===== src/sv/vltp_pkg.sv =====
// Shared constants, types and functions for the vector line transform.
package vltp_pkg;

  localparam int unsigned ANGLE_BITS_DEF  = 12;
  localparam int unsigned SCREEN_BITS_DEF = 12;
  localparam int unsigned OUT_COORD_W     = 12;
  localparam int unsigned CFG_IDX_W       = 3;
  localparam int unsigned CFG_DATA_W      = 16;

  localparam logic [CFG_IDX_W-1:0] REG_ZOOM     = 3'd0;
  localparam logic [CFG_IDX_W-1:0] REG_CAMERA_X = 3'd1;
  localparam logic [CFG_IDX_W-1:0] REG_CAMERA_Y = 3'd2;
  localparam logic [CFG_IDX_W-1:0] REG_MONO     = 3'd3;
  localparam logic [CFG_IDX_W-1:0] REG_ABERR    = 3'd4;

  localparam logic [15:0] ZOOM_RESET  = 16'd4096;
  localparam logic [7:0]  BLOOM_ALPHA = 8'd100;

  typedef struct packed {
    logic [15:0]        zoom;
    logic signed [15:0] camera_x;
    logic signed [15:0] camera_y;
    logic               mono_enable;
    logic [11:0]        aberration;
  } cfg_t;

  // Polynomial sine in Q16 of the first-quadrant fraction z (0..65536).
  function automatic logic [16:0] sine_poly(input logic [16:0] z);
    logic [33:0] zz;
    logic [16:0] z2;
    logic [33:0] t1;
    logic [16:0] inner;
    logic [33:0] t2;
    logic [16:0] outer;
    logic [34:0] t3;
    logic [18:0] r;
    zz    = 34'(z) * 34'(z);
    z2    = zz[32:16];
    t1    = 34'(z2) * 34'd4640;
    inner = 17'(17'd42048 - 17'(t1[33:16]));
    t2    = 34'(z2) * 34'(inner);
    outer = 17'(17'd102944 - 17'(t2[33:16]));
    t3    = 35'(z) * 35'(outer);
    r     = t3[34:16];
    sine_poly = (r > 19'd65536) ? 17'd65536 : r[16:0];
  endfunction

endpackage


===== src/sv/vltp_emit.sv =====
// Pass sequencer: expands one transformed segment into three line transfers.
module vltp_emit #(
  parameter int unsigned SCREEN_BITS = vltp_pkg::SCREEN_BITS_DEF
) (
  input  logic               clk_i,
  input  logic               rst_ni,
  input  logic               valid_i,
  output logic               ready_o,
  input  logic signed [33:0] pt_i [4],
  input  logic [31:0]        color_i,
  input  vltp_pkg::cfg_t     cfg_i,
  output logic               valid_o,
  input  logic               ready_i,
  output logic [79:0]        data_o,
  output logic               last_o
);
  localparam logic signed [34:0] HI = 35'((1 <<< (SCREEN_BITS - 1)) - 1);
  localparam logic signed [34:0] LO = -35'(1 <<< (SCREEN_BITS - 1));

  logic               full_q;
  logic [1:0]         pass_q;
  logic signed [33:0] pt_q [4];
  logic [7:0]         r_q, g_q, b_q, a_q;
  logic               ab_q;
  logic [11:0]        ab_v_q;
  logic               take;
  logic [7:0]         gray;
  logic [31:0]        lum;

  assign lum  = 32'd19595 * 32'(color_i[7:0]) + 32'd38470 * 32'(color_i[15:8])
              + 32'd7471 * 32'(color_i[23:16]);
  assign gray = lum[23:16];

  logic slot_free;
  assign slot_free = !valid_o || ready_i;
  assign ready_o   = !full_q || (pass_q == 2'd2 && slot_free);
  assign take      = valid_i && ready_o;

  function automatic logic [11:0] pix(input logic signed [33:0] v,
                                      input logic signed [12:0] sh,
                                      input logic add);
    logic signed [34:0] s;
    logic signed [34:0] p;
    s = 35'(v) + 35'(sh);
    p = ((s + (s[34] ? 35'sd15 : 35'sd0)) >>> 4) + (add ? 35'sd1 : 35'sd0);
    if (p > HI) p = HI;
    else if (p < LO) p = LO;
    pix = p[11:0];
  endfunction

  logic signed [12:0] shx;
  logic               ax, ay;
  logic [7:0]         ro, go, bo, ao;
  always_comb begin
    shx = 13'sd0; ax = 1'b0; ay = 1'b0;
    ro = r_q; go = g_q; bo = b_q; ao = a_q;
    if (ab_q) begin
      case (pass_q)
        2'd0: begin shx = -$signed({1'b0, ab_v_q}); go = '0; bo = '0; end
        2'd1: begin ro = '0; bo = '0; end
        default: begin shx = $signed({1'b0, ab_v_q}); ro = '0; go = '0; end
      endcase
    end else if (pass_q != 2'd0) begin
      ax = (pass_q == 2'd1); ay = (pass_q == 2'd2);
      ro = r_q >> 1; go = g_q >> 1; bo = b_q >> 1; ao = vltp_pkg::BLOOM_ALPHA;
    end
  end

  always_ff @(posedge clk_i) begin
    if (take) begin
      pt_q   <= pt_i;
      r_q    <= cfg_i.mono_enable ? gray : color_i[7:0];
      g_q    <= cfg_i.mono_enable ? gray : color_i[15:8];
      b_q    <= cfg_i.mono_enable ? gray : color_i[23:16];
      a_q    <= color_i[31:24];
      ab_q   <= cfg_i.aberration != 12'd0;
      ab_v_q <= cfg_i.aberration;
    end
    if (full_q && slot_free) begin
      data_o <= {ao, bo, go, ro, pix(pt_q[3], 13'sd0, ay), pix(pt_q[2], shx, ax),
                 pix(pt_q[1], 13'sd0, ay), pix(pt_q[0], shx, ax)};
      last_o <= pass_q == 2'd2;
    end
  end

  always_ff @(posedge clk_i or negedge rst_ni) begin
    if (!rst_ni) begin
      full_q <= 1'b0; pass_q <= 2'd0; valid_o <= 1'b0;
    end else begin
      if (slot_free) valid_o <= full_q;
      if (take) begin
        full_q <= 1'b1; pass_q <= 2'd0;
      end else if (full_q && slot_free) begin
        if (pass_q == 2'd2) full_q <= 1'b0;
        pass_q <= pass_q + 2'd1;
      end
    end
  end

  a_pass_range: assert property (@(posedge clk_i) disable iff (!rst_ni)
    full_q |-> pass_q != 2'd3) else $error("pass index out of range");
  a_hold: assert property (@(posedge clk_i) disable iff (!rst_ni)
    valid_o && !ready_i |=> valid_o && $stable(data_o)) else $error("output dropped");
  a_last: assert property (@(posedge clk_i) disable iff (!rst_ni)
    full_q && slot_free && pass_q == 2'd2 && !take |=> !full_q) else $error("pass overrun");
endmodule


===== config.mk =====
export PLATFORM = sky130hd
export DESIGN_NAME = vltp_emit
export DESIGN_NICKNAME = d
export VERILOG_FILES = /design/src/sv/vltp_pkg.sv /design/src/sv/vltp_emit.sv
export SDC_FILE = /design/constraint.sdc
export NUM_CORES = 1
export LEC_CHECK = 0
export ABC_AREA = 1
export BUFFER_PORTS_ARGS = -buffer_cell sky130_fd_sc_hd__clkbuf_2
export CAP_MARGIN = 20
export CORE_MARGIN = 2
export CORE_UTILIZATION = 30
export CTS_CLUSTER_DIAMETER = 30
export DETAILED_ROUTE_END_ITERATION = 6
export PLACE_DENSITY = 0.58
export SETUP_SLACK_MARGIN = 0.4
export SYNTH_ARGS = -nofsm -noshare
export SYNTH_HDL_FRONTEND = slang
export SYNTH_SLANG_ARGS = --single-unit

===== constraint.sdc =====
create_clock -name clk_i -period 25.1 [get_ports clk_i]
set_input_delay 5.02 -clock clk_i [delete_from_list [all_inputs] [get_ports clk_i]]
set_output_delay 5.02 -clock clk_i [all_outputs]
set_load 0.02 [all_outputs]

[Word level (Yosys, flattened, before mapping)]
Cells that the tools add are included.
Storage, ports and cells
  output and inout bits: 83
  input port bits: 233
  logic and storage cells: 95
  flip-flop bits (word level): 266
Operators by class
  reduce and logical (&&, ||, !) cells: 14
  mux-type cells: 35
  equality and inequality tests: 2
  add/sub/neg operators: 14
  multipliers: 3
  order comparisons: 8
Operators with widths (count)
  $add 31x2->32: 4
  $gt 32x12->1 const B: 4
  $lt 32x12->1 const B: 4
  $mux 8: 14
  $add 34x13->35: 2
  $add 34x5->35: 2
  $add 35x5->35: 2
  $mux 12: 4
  $mul 15x8->23 const A: 2
  $pmux 13 s2: 1
  $add 23x24->24: 1
  $add 24x21->24: 1
  $mul 13x8->21 const A: 1
  $mux 4: 4
  $mux 13: 1
  $neg 12->13: 1
  $reduce_bool 12->1: 1
  $mux 1: 9
  $reduce_bool 2->1: 3
  $mux 2: 2
  $logic_and 1x1->1: 3
  $add 2x1->2 const B: 1
  $eq 2x1->1 const B: 1
  $eq 2x2->1 const B: 1
  5 further kinds: 7

[Logic depth before layout (Yosys ltp)]
Gate-level depths: netlist of the first run.
  word-level depth: 9
  depth in mapped cells: 48
  mapped depth without buffers: 47

[Least setup slack after synthesis of the first run]
No wires, ideal clock.
  path type: in2reg
  start point: input port ready_i
  end point: register pass_q[1]
  library setup time: 0.126 ns
  stages on the path: 9
  setup slack: 11.119 ns
  arrival time: 13.855 ns
  cells stage by stage: inv_1 > nand2_1 > a21oi_1 > nor2_1 > inv_1 > nand2_1 > nor2_1 > a31oi_1 > inv_1
On the way
  cells in the longest elaborated chain, start to end: 5
  elaborated cells on any way between the ends: 7
  classes of those cells: 1 x mux; 6 x reduce/logical
Ends and longest elaborated chain
  start: declaration: line vltp_emit.sv:13  | input logic ready_i,
  $logic_or 1x1->1 (*): line vltp_emit.sv:35  | assign slot_free = !valid_o || ready_i;
  $logic_and 1x1->1 (*): line vltp_emit.sv:36  | assign ready_o = !full_q || (pass_q == 2'd2 && slot_free);
  $logic_or 1x1->1 (*): line vltp_emit.sv:36
  $logic_and 1x1->1 (*): line vltp_emit.sv:37  | assign take = valid_i && ready_o;
  via take: line vltp_emit.sv:26  | logic take;
  $mux 2 or $reduce_bool 2->1 (tied branches)
  end signal: assignment: line vltp_emit.sv:95  | pass_q <= pass_q + 2'd1;
  end: declaration: line vltp_emit.sv:21  | logic [1:0] pass_q;
The timed path passes the listed nets; every way through them passes the cells marked *.
A chain may end at the register's enable or synchronous reset.

[Final worst setup path of the first run]
  start point: input port color_i[14]
  end point: register r_q[7], data pin
On the way
  cells in the longest elaborated chain, start to end: 4
Ends and longest elaborated chain
  start: declaration: line vltp_emit.sv:10  | input logic [31:0] color_i,
  $mul 15x8->23: line vltp_emit.sv:30  | assign lum = 32'd19595 * 32'(color_i[7:0]) + 32'd38470 * 32'(color_i[15:8])
  $add 23x24->24: line vltp_emit.sv:30
  $add 24x21->24: line vltp_emit.sv:31  | + 32'd7471 * 32'(color_i[23:16]);
  $mux 8: line vltp_emit.sv:72  | r_q <= cfg_i.mono_enable ? gray : color_i[7:0];
  end signal: assignment: line vltp_emit.sv:72
  end: declaration: line vltp_emit.sv:23  | logic [7:0] r_q, g_q, b_q, a_q;
No other way between the ends.

==> impl_results.md, run 1 <==
- Final net count: 4624
- Full die area: between 90000 and 100000 um2
- Register bit total from synthesis: 266
- Worst Skew: 0.02331 ns
- Number of global-route vias before repair: 24.18k
- Synth cell types: 62
- Gr ovfl total: 0
- Share of the synthesized area in the top cell type: between 20% and 30%
- Sw Pwr: 0.002380 W
- Area grow syn2layout: 19.19%
- Sw Ratio: 51.02%
- Final WL: 82280 um
- Largest stage delay, worst path: 0.52 ns
- Total track usage: 17.47%
- Critical path's slowest cell: fa_1
- Pre-CTS WS: 12.38 ns
- Core area: 91520 um2
- Initial Util: 30.23%
- Hpwl dp: a little under 70000 um
- Final period util: 48.52%
- Min-Delay Path Class: reg2reg
- PwrDens: about 140 nW/um2
- Post-route ant nets: 0
- Worst-margin pin slew: ~1.0 ns
- Max Slew Vio Count: 0
- IO Port Bufs: 267
- Largest net degree at the start of global routing: 167
- Sequential Power Share: 15.5%
- WP buf/inv: 7
- Top cells by area, synth: edfxtp_1, nand2_1, ha_1
- Global placement routability congestion: approximately 0.94
- Worst r2r path cells: 37
- Most common cell in the netlist: nand2_1
- Clk root buf: clkbuf_16
- Kind of critical path: in2reg
- Longest Clk Path Bufs: 3
- Cts repair resizes: 0
- RSZ-0062 raised after global routing: no
- Drt pass-1 iters: 5
- Vias: 24.62k
- Drt drc: 0
- Post-synth EDFFs: 262
- # IOs: 316
- Initial antenna violation count: 13
- CP Max Fanout: 7
- Hold Path Depth: 2
- Sequential fraction of the synthesis area: 28.79%
- Avg Cell Area, Syn: 7.468 um2
- Area leader, netlist: edfxtp_1
- Post-synth top flop: edfxtp_1
- Post-Syn Area: 27670 um2
- Clk slew on worst S/H paths: 0.05 ns
- CTS tree: built
- First-iteration detailed-routing DRC count: approximately 1.6k
- Synth async-reset ratio: 1.504%
- Clock power frac: between 20% and 30%
- Startpoint types: input port
- Required time of the critical path: about 25 ns
- Post-Synthesis Cells: 3705
- Sink Count: 266
- Cts hold-fix bufs: 0
- CP Depth: 33
- Total Power: 0.004664 W
- First-pass GRT wire length: roughly 130000 um
- Row count: 111
- Arrival time worst endpoint: 12.47 ns
- Synth Net Count: 4300
- Critical path endpoint category: flop
- Clk_lat worst skew: roughly 0.6 ns
- Htree depth: 3
- Maximum vdd drop: between 0.0001 and 0.00015 V
- Int Pwr: about 0.0023 W
- Die width: 307.7 um
- Die height: about 310 um
- CTS buffer count: 69
- P_leak: 16.16 nW
- Combinational group share of total power: 64.3%
- Slew headroom: between 30% and 40%
- FF-to-FF setup slack: 17.84 ns
- Synth warnings: 0
- Final worst slack: 12.92 ns
- Synth top cells by count: nand2_1, inv_1, nor2_1
- Layout cells sized above 1: 13.76%
- Max cap viols: 0
- Max Freq: 82.12 MHz
- Vias/cell: 4.663
- Period minus WS final: 12.18 ns
- Status: completed
- Final setup fails: 0
- CP delay by family, top: adder cells
- Hold Vio Cnt, Final: 0
- Final TNS setup: 0 ns
- Post-CTS Setup Repair Bufs: 0
- Drt wl/cell: 15.58 um
==> worst register-to-register path: cells and delay by family, from the launching register on <==
kind,cells,cell delay [ns]
buffers and inverters,6,1.12
AOI/OAI and AO/OA,2,0.42
xor gates and xnor gates,1,0.24
adders and majority gates,4,1.02
and+or+nand+nor,24,3.78
DFF,1,0.39
==> kinds of logic (layout without fill, tap and decap cells) <==
family	after synthesis	in the layout	share of synthesized area, %
compound gates	279	279	5.697
xor+xnor	125	125	4.011
fa+ha+maj	362	362	19.62
buf+inv	701	1081	9.659
flops	266	266	28.79
other cells	0	10	0
simple gates	1972	1972	32.21
==> final timing paths <==
check,from,end
max,color_i[14],r_q[7]$_DFFE_PP_
max reg2reg,pass_q[0]$_DFFE_PN0P_,data_o[0]$_SDFFCE_PN1P_
min reg2reg,full_q$_DFFE_PN0P_,valid_o$_DFFE_PN0N_
max in group asynchronous,rst_ni,pass_q[1]$_DFFE_PN0P_
min in group asynchronous,rst_ni,valid_o$_DFFE_PN0N_
min,full_q$_DFFE_PN0P_,valid_o$_DFFE_PN0N_
==> layer usage <==
layer,GRT usage [%],share of wire [%]
met3,3.056,5.9
met1,22.92,45
met4,8.043,3.7
met2,27.95,45
met5,0,0.027
==> per-stage QoR <==
step | hold WS [ns] | instance area (um2) | util [%] | instances
after detailed placement | 0.4634 | 30460 | 33.28 | 5144
after global placement | 0.4557 | 30460 | 33.28 | 5144
after floorplan | 0.4472 | 27670 | - | 3705
final | 0.4688 | 32980 | 36.03 | 5281
after CTS | 0.4700 | 32960 | 36.01 | 5271
after global routing | 0.5030 | 32980 | 36.03 | 5281
==> cells in the final DEF (no fill, tap or decap), types with 5 or more instances in the layout <==
cell	count
a211oi_1	5
a21o_1	11
a21oi_1	119
a31oi_1	10
bufinv_16	14
clkbuf_1	8
clkbuf_16	69
clkbuf_2	267
clkinv_1	12
clkinv_2	11
diode_2	10
edfxtp_1	262
fa_1	120
ha_1	242
inv_1	656
inv_2	21
nand2_1	985
nand2_2	23
nand2_4	13
nand3_1	267
nand3_2	15
nand3_4	9
nand3b_1	16
nand4_1	81
nor2_1	391
nor2_2	37
nor2_4	16
nor3_1	59
nor3_2	6
nor4_1	22
o21ai_0	81
o21ai_1	10
o21bai_1	6
o22ai_1	10
or2_2	17
xnor2_1	33
xor2_1	90
==> state kept, by name, indices dropped and copies added (netlist names) <==
name	flops
g_q	8
valid_o	1
r_q	8
full_q	1
data_o	80
ab_q	1
pass_q	2
ab_v_q	12
a_q	8
b_q	8
pt_q	136
last_o	1
==> area by class of cell <==
type	instances	area, um2
timing repair buffer	272	1386
clock buffer	77	1757
sequential	266	7968
antenna	10	25.02
fill	9593	58540
tap	1186	1484
clock inverter	50	739.5
multi-input combinational	2738	17060
inverter	682	2562
==> power by group through the flow <==
stage	Sequential, W	Combinational [W]	Clock (W)
finish	0.000722	0.00300	0.000942
floorplan	0.000773	0.00217	0
detailed placement	0.000727	0.00298	0
global placement	0.000728	0.00295	0
global route	0.000730	0.00343	0.000988
CTS	0.000722	0.00300	0.000966
Power figures use the tool's default switching activity.
==> run 2: changes to the inputs <==
clock period = 12.09 ns   (was 25.1 ns; I/O delays follow)
==> impl_results.md, run 2 (synthesis results as in run 1) <==
- Status: completed
- Flip-flop count of the largest register after layout: 136 (unchanged)
- PwrDens: 293.6 nW/um2 (+110%)
- Biggest register: pt_q
- Arrival time worst endpoint: 9.59 ns (-2.88 ns)
- CP Max Fanout: 7 (unchanged)
- Number of global-route vias before repair: 23.97k (-0.88%)
- Sink Count: 266 (unchanged)
- First-pass GRT wire length: 128300 um (-0.13%)
- Clk root buf: clkbuf_16
- Worst Skew: 0.03201 ns (+0.008704 ns)
- WP buf/inv: 7 (unchanged)
- Max Freq: about 110 MHz
- Final setup fails: 0 (unchanged)
- Final net count: 4622 (-0.043%)
- Worst-margin pin slew: 1.083 ns (+0.08354 ns)
- Final period util: about three quarters
- Die height: 307.7 um (unchanged)
- First-iteration detailed-routing DRC count: 1414 (-9.1%)
- Initial antenna violation count: 8 (-5)
- Area grow syn2layout: 18.95%
- Initial Util: 30.23% (unchanged)
- Placed Area: 30450 um2 (about the same)
- CP Depth: 33 (unchanged)
- Fin area: 32910 um2 (-0.20%)
- Max cap viols: 0 (unchanged)
- Clock power frac: 20.1% (about the same)
- Row count: 111 (unchanged)
- Vias: 24.65k (+0.12%)
- Hold Slack: 0.4670 ns (-0.001789 ns)
- Hold Vio Cnt, Final: 0 (unchanged)
- Clk slew on worst S/H paths: 0.05 ns (about the same)
- Top Registers: pt_q (136), data_o (80), ab_v_q (12)
- Cts hold-fix bufs: 0 (unchanged)
- Drt pass-1 iters: 7 (+2)
- Gr ovfl total: 0 (unchanged)
- Htree depth: 3 (unchanged)
- Full die area: 94680 um2 (unchanged)
- Post-route ant nets: 0 (unchanged)
- Sw Ratio: 50.92% (-0.096 points)
- Sw Pwr: 0.004920 W (+110%)
- CTS buffer count: 68 (-1.4%)
- Min-Delay Path Class: reg2reg
- Hpwl dp: 69170 um (+0.99%)
- Startpoint types: input port
- Period minus WS final: ~9.3 ns
- Drt drc: 0 (unchanged)
- Kind of critical path: in2reg
- Total track usage: 17.43% (-0.037 points)
- Cts repair resizes: 0 (unchanged)
- Vias/cell: 4.677 (+0.31%)
- Longest Clk Path Bufs: 3 (unchanged)
- # IOs: 316 (unchanged)
- Final worst slack: 2.818 ns (-10.10 ns)
- Global placement routability congestion: 0.9192 (-2.1%)
- Sequential Power Share: 15.5% (about the same)
- Hold Path Depth: 2 (unchanged)
- IO Port Bufs: 267 (unchanged)
- Commonest non-fill, non-tap cell in the layout: nand2_1
- Maximum vdd drop: 0.0002143 V (+83%)
- Commonest cells after routing, fill and taps aside: nand2_1, inv_1, nor2_1, nand3_1, clkbuf_2
- Combinational group share of total power: 64.4% (about the same)
- Post-CTS Setup Repair Bufs: 0 (unchanged)
- Int Pwr: 0.004743 W (+110%)
- CP delay by family, top: adder cells
- Largest net degree at the start of global routing: 167 (unchanged)
- Critical path's slowest cell: fa_1
- Largest stage delay, worst path: 0.50 ns (-0.02 ns)
- Pre-CTS WS: 2.256 ns (-10.12 ns)
- Critical path endpoint category: flop
- Worst r2r path cells: 36 (-2.7%)
- Final WL: 82590 um (+0.38%)
- Layout cells sized above 1: 13.67% (-0.085 points)
- Total Power: 0.009663 W (+110%)
- P_leak: 16.13 nW (-0.20%)
- Core area: 91520 um2 (unchanged)
- CTS tree: built
- Max Slew Vio Count: 0 (unchanged)
- RSZ-0062 raised after global routing: no
- Die width: 307.7 um (unchanged)
- Required time of the critical path: 12.41 ns (-12.99 ns)
- Slew headroom: 27.83% (-5.1 points)
- Drt wl/cell: 15.67 um (+0.57%)
- Clk_lat worst skew: 0.60 ns (about the same)
- Final TNS setup: 0 ns (unchanged)
run 2: changes by cell type in the layout (fill, tap and decap cells not counted), sizes merged:
cell,previous run,this run
inv,682,687
buf,5,4
diode,10,4
clkinv,32,23
bufinv,14,15
clkinvlp,4,6
clkbuf,344,342
run 2: layout make-up:
| class | count | area [um2] |
|---|---|---|
| diodes | 4 | 10.01 |
| clock buffers | 75 | 1728 |
| clock inverters | 49 | 723.2 |
| fillers | 9694 | 58610 |
| inverters | 682 | 2562 |
| multi-input cells | 2738 | 17060 |
| flip-flops and latches | 266 | 7968 |
| well taps | 1186 | 1484 |
| repair buffers | 271 | 1379 |
run 2: power groups by stage:
stage	Combinational [W]	Sequential (W)	Clock (W)
floorplan	0.00449	0.00160	0
global placement	0.00611	0.00151	0
CTS	0.00622	0.00150	0.00199
detailed placement	0.00618	0.00151	0
finish	0.00622	0.00150	0.00194
global route	0.00712	0.00152	0.00204
run 2: path summary, 6_finish.rpt:
kind                                            to  slack [ns]                  start
min reg2reg                    valid_o$_DFFE_PN0N_        0.47     full_q$_DFFE_PN0P_
max in group asynchronous    pass_q[0]$_DFFE_PN0P_       10.22                 rst_ni
min in group asynchronous      valid_o$_DFFE_PN0N_        1.67                 rst_ni
min                            valid_o$_DFFE_PN0N_        0.47     full_q$_DFFE_PN0P_
max reg2reg                data_o[5]$_SDFFCE_PN1P_        4.23  pass_q[0]$_DFFE_PN0P_
max                               r_q[7]$_DFFE_PP_        2.82            color_i[14]
run 2: worst min-delay path, stage by stage, from the launching register on:
cell and delay (ns):
dfrtp_1 0.33, inv_1 0.05, nand2_1 0.05
run 2: stage by stage:
stage | util (%) | std cells
after CTS | 35.95 | 5267
after global placement | 33.27 | 5143
after global routing | 35.96 | 5271
final | 35.96 | 5271
after detailed placement | 33.27 | 5143
after floorplan | - | 3705
run 2: per-layer routing:
metal / share of wire (%) / up-vias / wire length, um / GRT usage, %
li1: - / 12640 / - / -
met1: 46 / 11350 / 37820 / 22.78
met2: 46 / 524 / 38270 / 28.81
met3: 4.7 / 130 / 3867 / 2.705
met4: 3.1 / 8 / 2598 / 6.841
met5: 0.054 / - / 45 / 0
==> run 3: changes to the inputs <==
PLACE_DENSITY = 0.59   (was 0.58)
clock period = 7.63 ns   (was 12.09 ns; I/O delays follow)
==> impl_results.md, run 3 (synthesis results as in run 1) <==
- Kind of critical path: in2reg
- Cells after DPL: 5213 (+1.4%)
- Period minus WS final: 7.314 ns
- P_leak: 16.46 nW (+2.0%)
- Arrival time worst endpoint: 7.65 ns (-1.94 ns)
- CP most frequent cell: fa_1
- IO Port Bufs: 267 (unchanged)
- Post-route ant nets: 0 (unchanged)
- Critical path endpoint category: flop
- Max cap viols: 0 (unchanged)
- CP Max Fanout: 4 (-3)
- RSZ-0062 raised after global routing: yes
- Sw Pwr: 0.008272 W (+68%)
- Core area: 91520 um2 (unchanged)
- Final period util: 95.86%
- Fin area: 33720 um2 (+2.5%)
- Max Slew Vio Count: 0 (unchanged)
- Clk root buf: clkbuf_16
- Vias/cell: 4.674 (about the same)
- Longest Clk Path Bufs: 3 (unchanged)
- Maximum vdd drop: 0.0004612 V (+120%)
- Full die area: 94680 um2 (unchanged)
- Flip-flop count of the largest register after layout: 136 (unchanged)
- Max Freq: 136.7 MHz
- Filler cells: 9557 (-1.4%)
- Startpoint types: input port
- Register area: 7968 um2 (unchanged)
- Status: completed
- Hold Vio Cnt, Final: 0 (unchanged)
- Top Registers: pt_q (136), data_o (80), ab_v_q (12)
- First-iteration detailed-routing DRC count: 1448 (+2.4%)
- Worst Skew: 0.04934 ns (+0.01732 ns)
- Sw Ratio: 50.45% (-0.47 points)
- Htree depth: 3 (unchanged)
- Worst-margin pin slew: 0.9705 ns (-0.1120 ns)
- Row count: 111 (unchanged)
- Placed Area: 31060 um2 (+2.0%)
- Clk_lat worst skew: 0.60 ns (about the same)
- Total Power: 0.01640 W (+70%)
- Number of global-route vias before repair: 24.64k (+2.8%)
- Combinational group share of total power: 68.5% (+4.1 points)
- Critical path's slowest cell: fa_2
- Drt wl/cell: 15.65 um (-0.15%)
- Required time of the critical path: 7.97 ns (-4.44 ns)
- Final WL: 83750 um (+1.4%)
- Sequential Power Share: 14.5% (-1.0 points)
- Initial Util: 30.23% (unchanged)
- Slew headroom: 35.23% (+7.4 points)
- CTS tree: built
- Sink Count: 266 (unchanged)
- Drt drc: 0 (unchanged)
- Cts hold-fix bufs: 0 (unchanged)
- PwrDens: 486.2 nW/um2 (+66%)
- Commonest non-fill, non-tap cell in the layout: nand2_1
- Layout cells sized above 1: 16.83% (+3.2 points)
- Biggest register: pt_q
- Final TNS setup: 0 ns (unchanged)
- CTS buffer count: 66 (-2.9%)
- # IOs: 316 (unchanged)
- Min-Delay Path Class: reg2reg
- Total track usage: 17.65% (+0.22 points)
- Die height: 307.7 um (unchanged)
- First-pass GRT wire length: 130400 um (+1.7%)
- Hpwl dp: 70650 um (+2.1%)
- Int Pwr: 0.008125 W (+71%)
- Final net count: 4707 (+1.8%)
- Commonest cells after routing, fill and taps aside: nand2_1, inv_1, nor2_1, clkbuf_2, nand3_1
- Vias: 25.02k (+1.5%)
- Clock power frac: 17.0% (-3.1 points)
- Area grow syn2layout: 21.88%
- Largest stage delay, worst path: 0.54 ns (+0.04 ns)
- Fin cells: 5353 (+1.6%)
- Largest net degree at the start of global routing: 59 (-65%)
- Gr ovfl total: 0 (unchanged)
- Final setup fails: 0 (unchanged)
- Multi-input gate area: 17390 um2 (+1.9%)
- Die width: 307.7 um (unchanged)
- Clk slew on worst S/H paths: 0.05 ns (about the same)
- Global placement routability congestion: 0.9358 (+1.8%)
- Hold Slack: 0.4735 ns (+0.006537 ns)
- Initial antenna violation count: 7 (-1)
- Drt pass-1 iters: 5 (-2)
-- run 3: cell types whose count changed in the layout (fill, tap and decap cells not counted), moves of 9 or more --
| cell | before | now |
|---|---|---|
| ha_4 | 0 | 11 |
| ha_1 | 242 | 230 |
| buf_4 | 3 | 90 |
| o21ai_0 | 81 | 64 |
| clkinvlp_4 | 6 | 16 |
| o21ai_1 | 10 | 21 |
| bufinv_16 | 15 | 6 |
| a21oi_1 | 119 | 110 |
-- run 3: what timing repair did --
item                                   in CTS  in global routing
resized for setup                          27                 33
setup endpoints to repair                  12                 46
pin swaps                                  23                 18
buffers inserted                            8                  9
endpoints found under the hold margin       0                  0
-- run 3: power by group through the flow --
| stage | Combinational [W] | Sequential, W | Clock (W) |
|---|---|---|---|
| finish | 0.0112 | 0.00237 | 0.00279 |
| global route | 0.0127 | 0.00241 | 0.00292 |
| CTS | 0.0106 | 0.00238 | 0.00286 |
| detailed placement | 0.0102 | 0.00239 | 0 |
| global placement | 0.0101 | 0.00239 | 0 |
| floorplan | 0.00723 | 0.00252 | 0 |
-- run 3: routing by layer --
| layer | GRT usage [%] | up-vias | routed length [um] |
|---|---|---|---|
| met5 | 0 | - | 34 |
| met4 | 5.842 | 6 | 2400 |
| met3 | 3.544 | 129 | 5042 |
| met2 | 29.25 | 583 | 38660 |
| met1 | 22.91 | 11470 | 37620 |
| li1 | - | 12830 | - |
-- run 3: final timing paths --
path | from | cells after the start | slack [ns] | to
min in group asynchronous | rst_ni | 1 | 0.77 | valid_o$_DFFE_PN0N_
min | full_q$_DFFE_PN0P_ | 2 | 0.47 | valid_o$_DFFE_PN0N_
max in group asynchronous | rst_ni | 1 | 6.67 | pass_q[0]$_DFFE_PN0P_
max | color_i[13] | 32 | 0.32 | r_q[7]$_DFFE_PP_
min reg2reg | full_q$_DFFE_PN0P_ | 2 | 0.47 | valid_o$_DFFE_PN0N_
max reg2reg | pass_q[0]$_DFFE_PN0P_ | 36 | 1.07 | data_o[31]$_SDFFCE_PN1P_
-- run 3: critical path, delay by kind of cell --
kind                     cells  cell delay, ns
adder cells (fa/ha/maj)      9            3.65
buffers and inverters        6            0.37
AO/OA/AOI/OAI                8            1.17
XOR/XNOR                     2            0.31
AND/OR/NAND/NOR              7            0.61
-- run 3: metrics by stage --
step	utilization, %	worst slack, ns
after global routing	36.85	0.1133
after global placement	33.93	-0.4480
after floorplan	-	0.1723
after detailed placement	33.93	-0.4879
final	36.85	0.3162
after CTS	36.59	0.3803
-- run 3: layout make-up --
type                    count  share of cell area [%]
multi-input cells        2738                   51.56
flip-flops and latches    266                   23.63
inverters                 682                   7.609
repair buffers            358                   6.118
clock buffers              75                   5.090
well taps                1186                   4.400
clock inverters            45                   1.573
diodes                      3                 0.02226
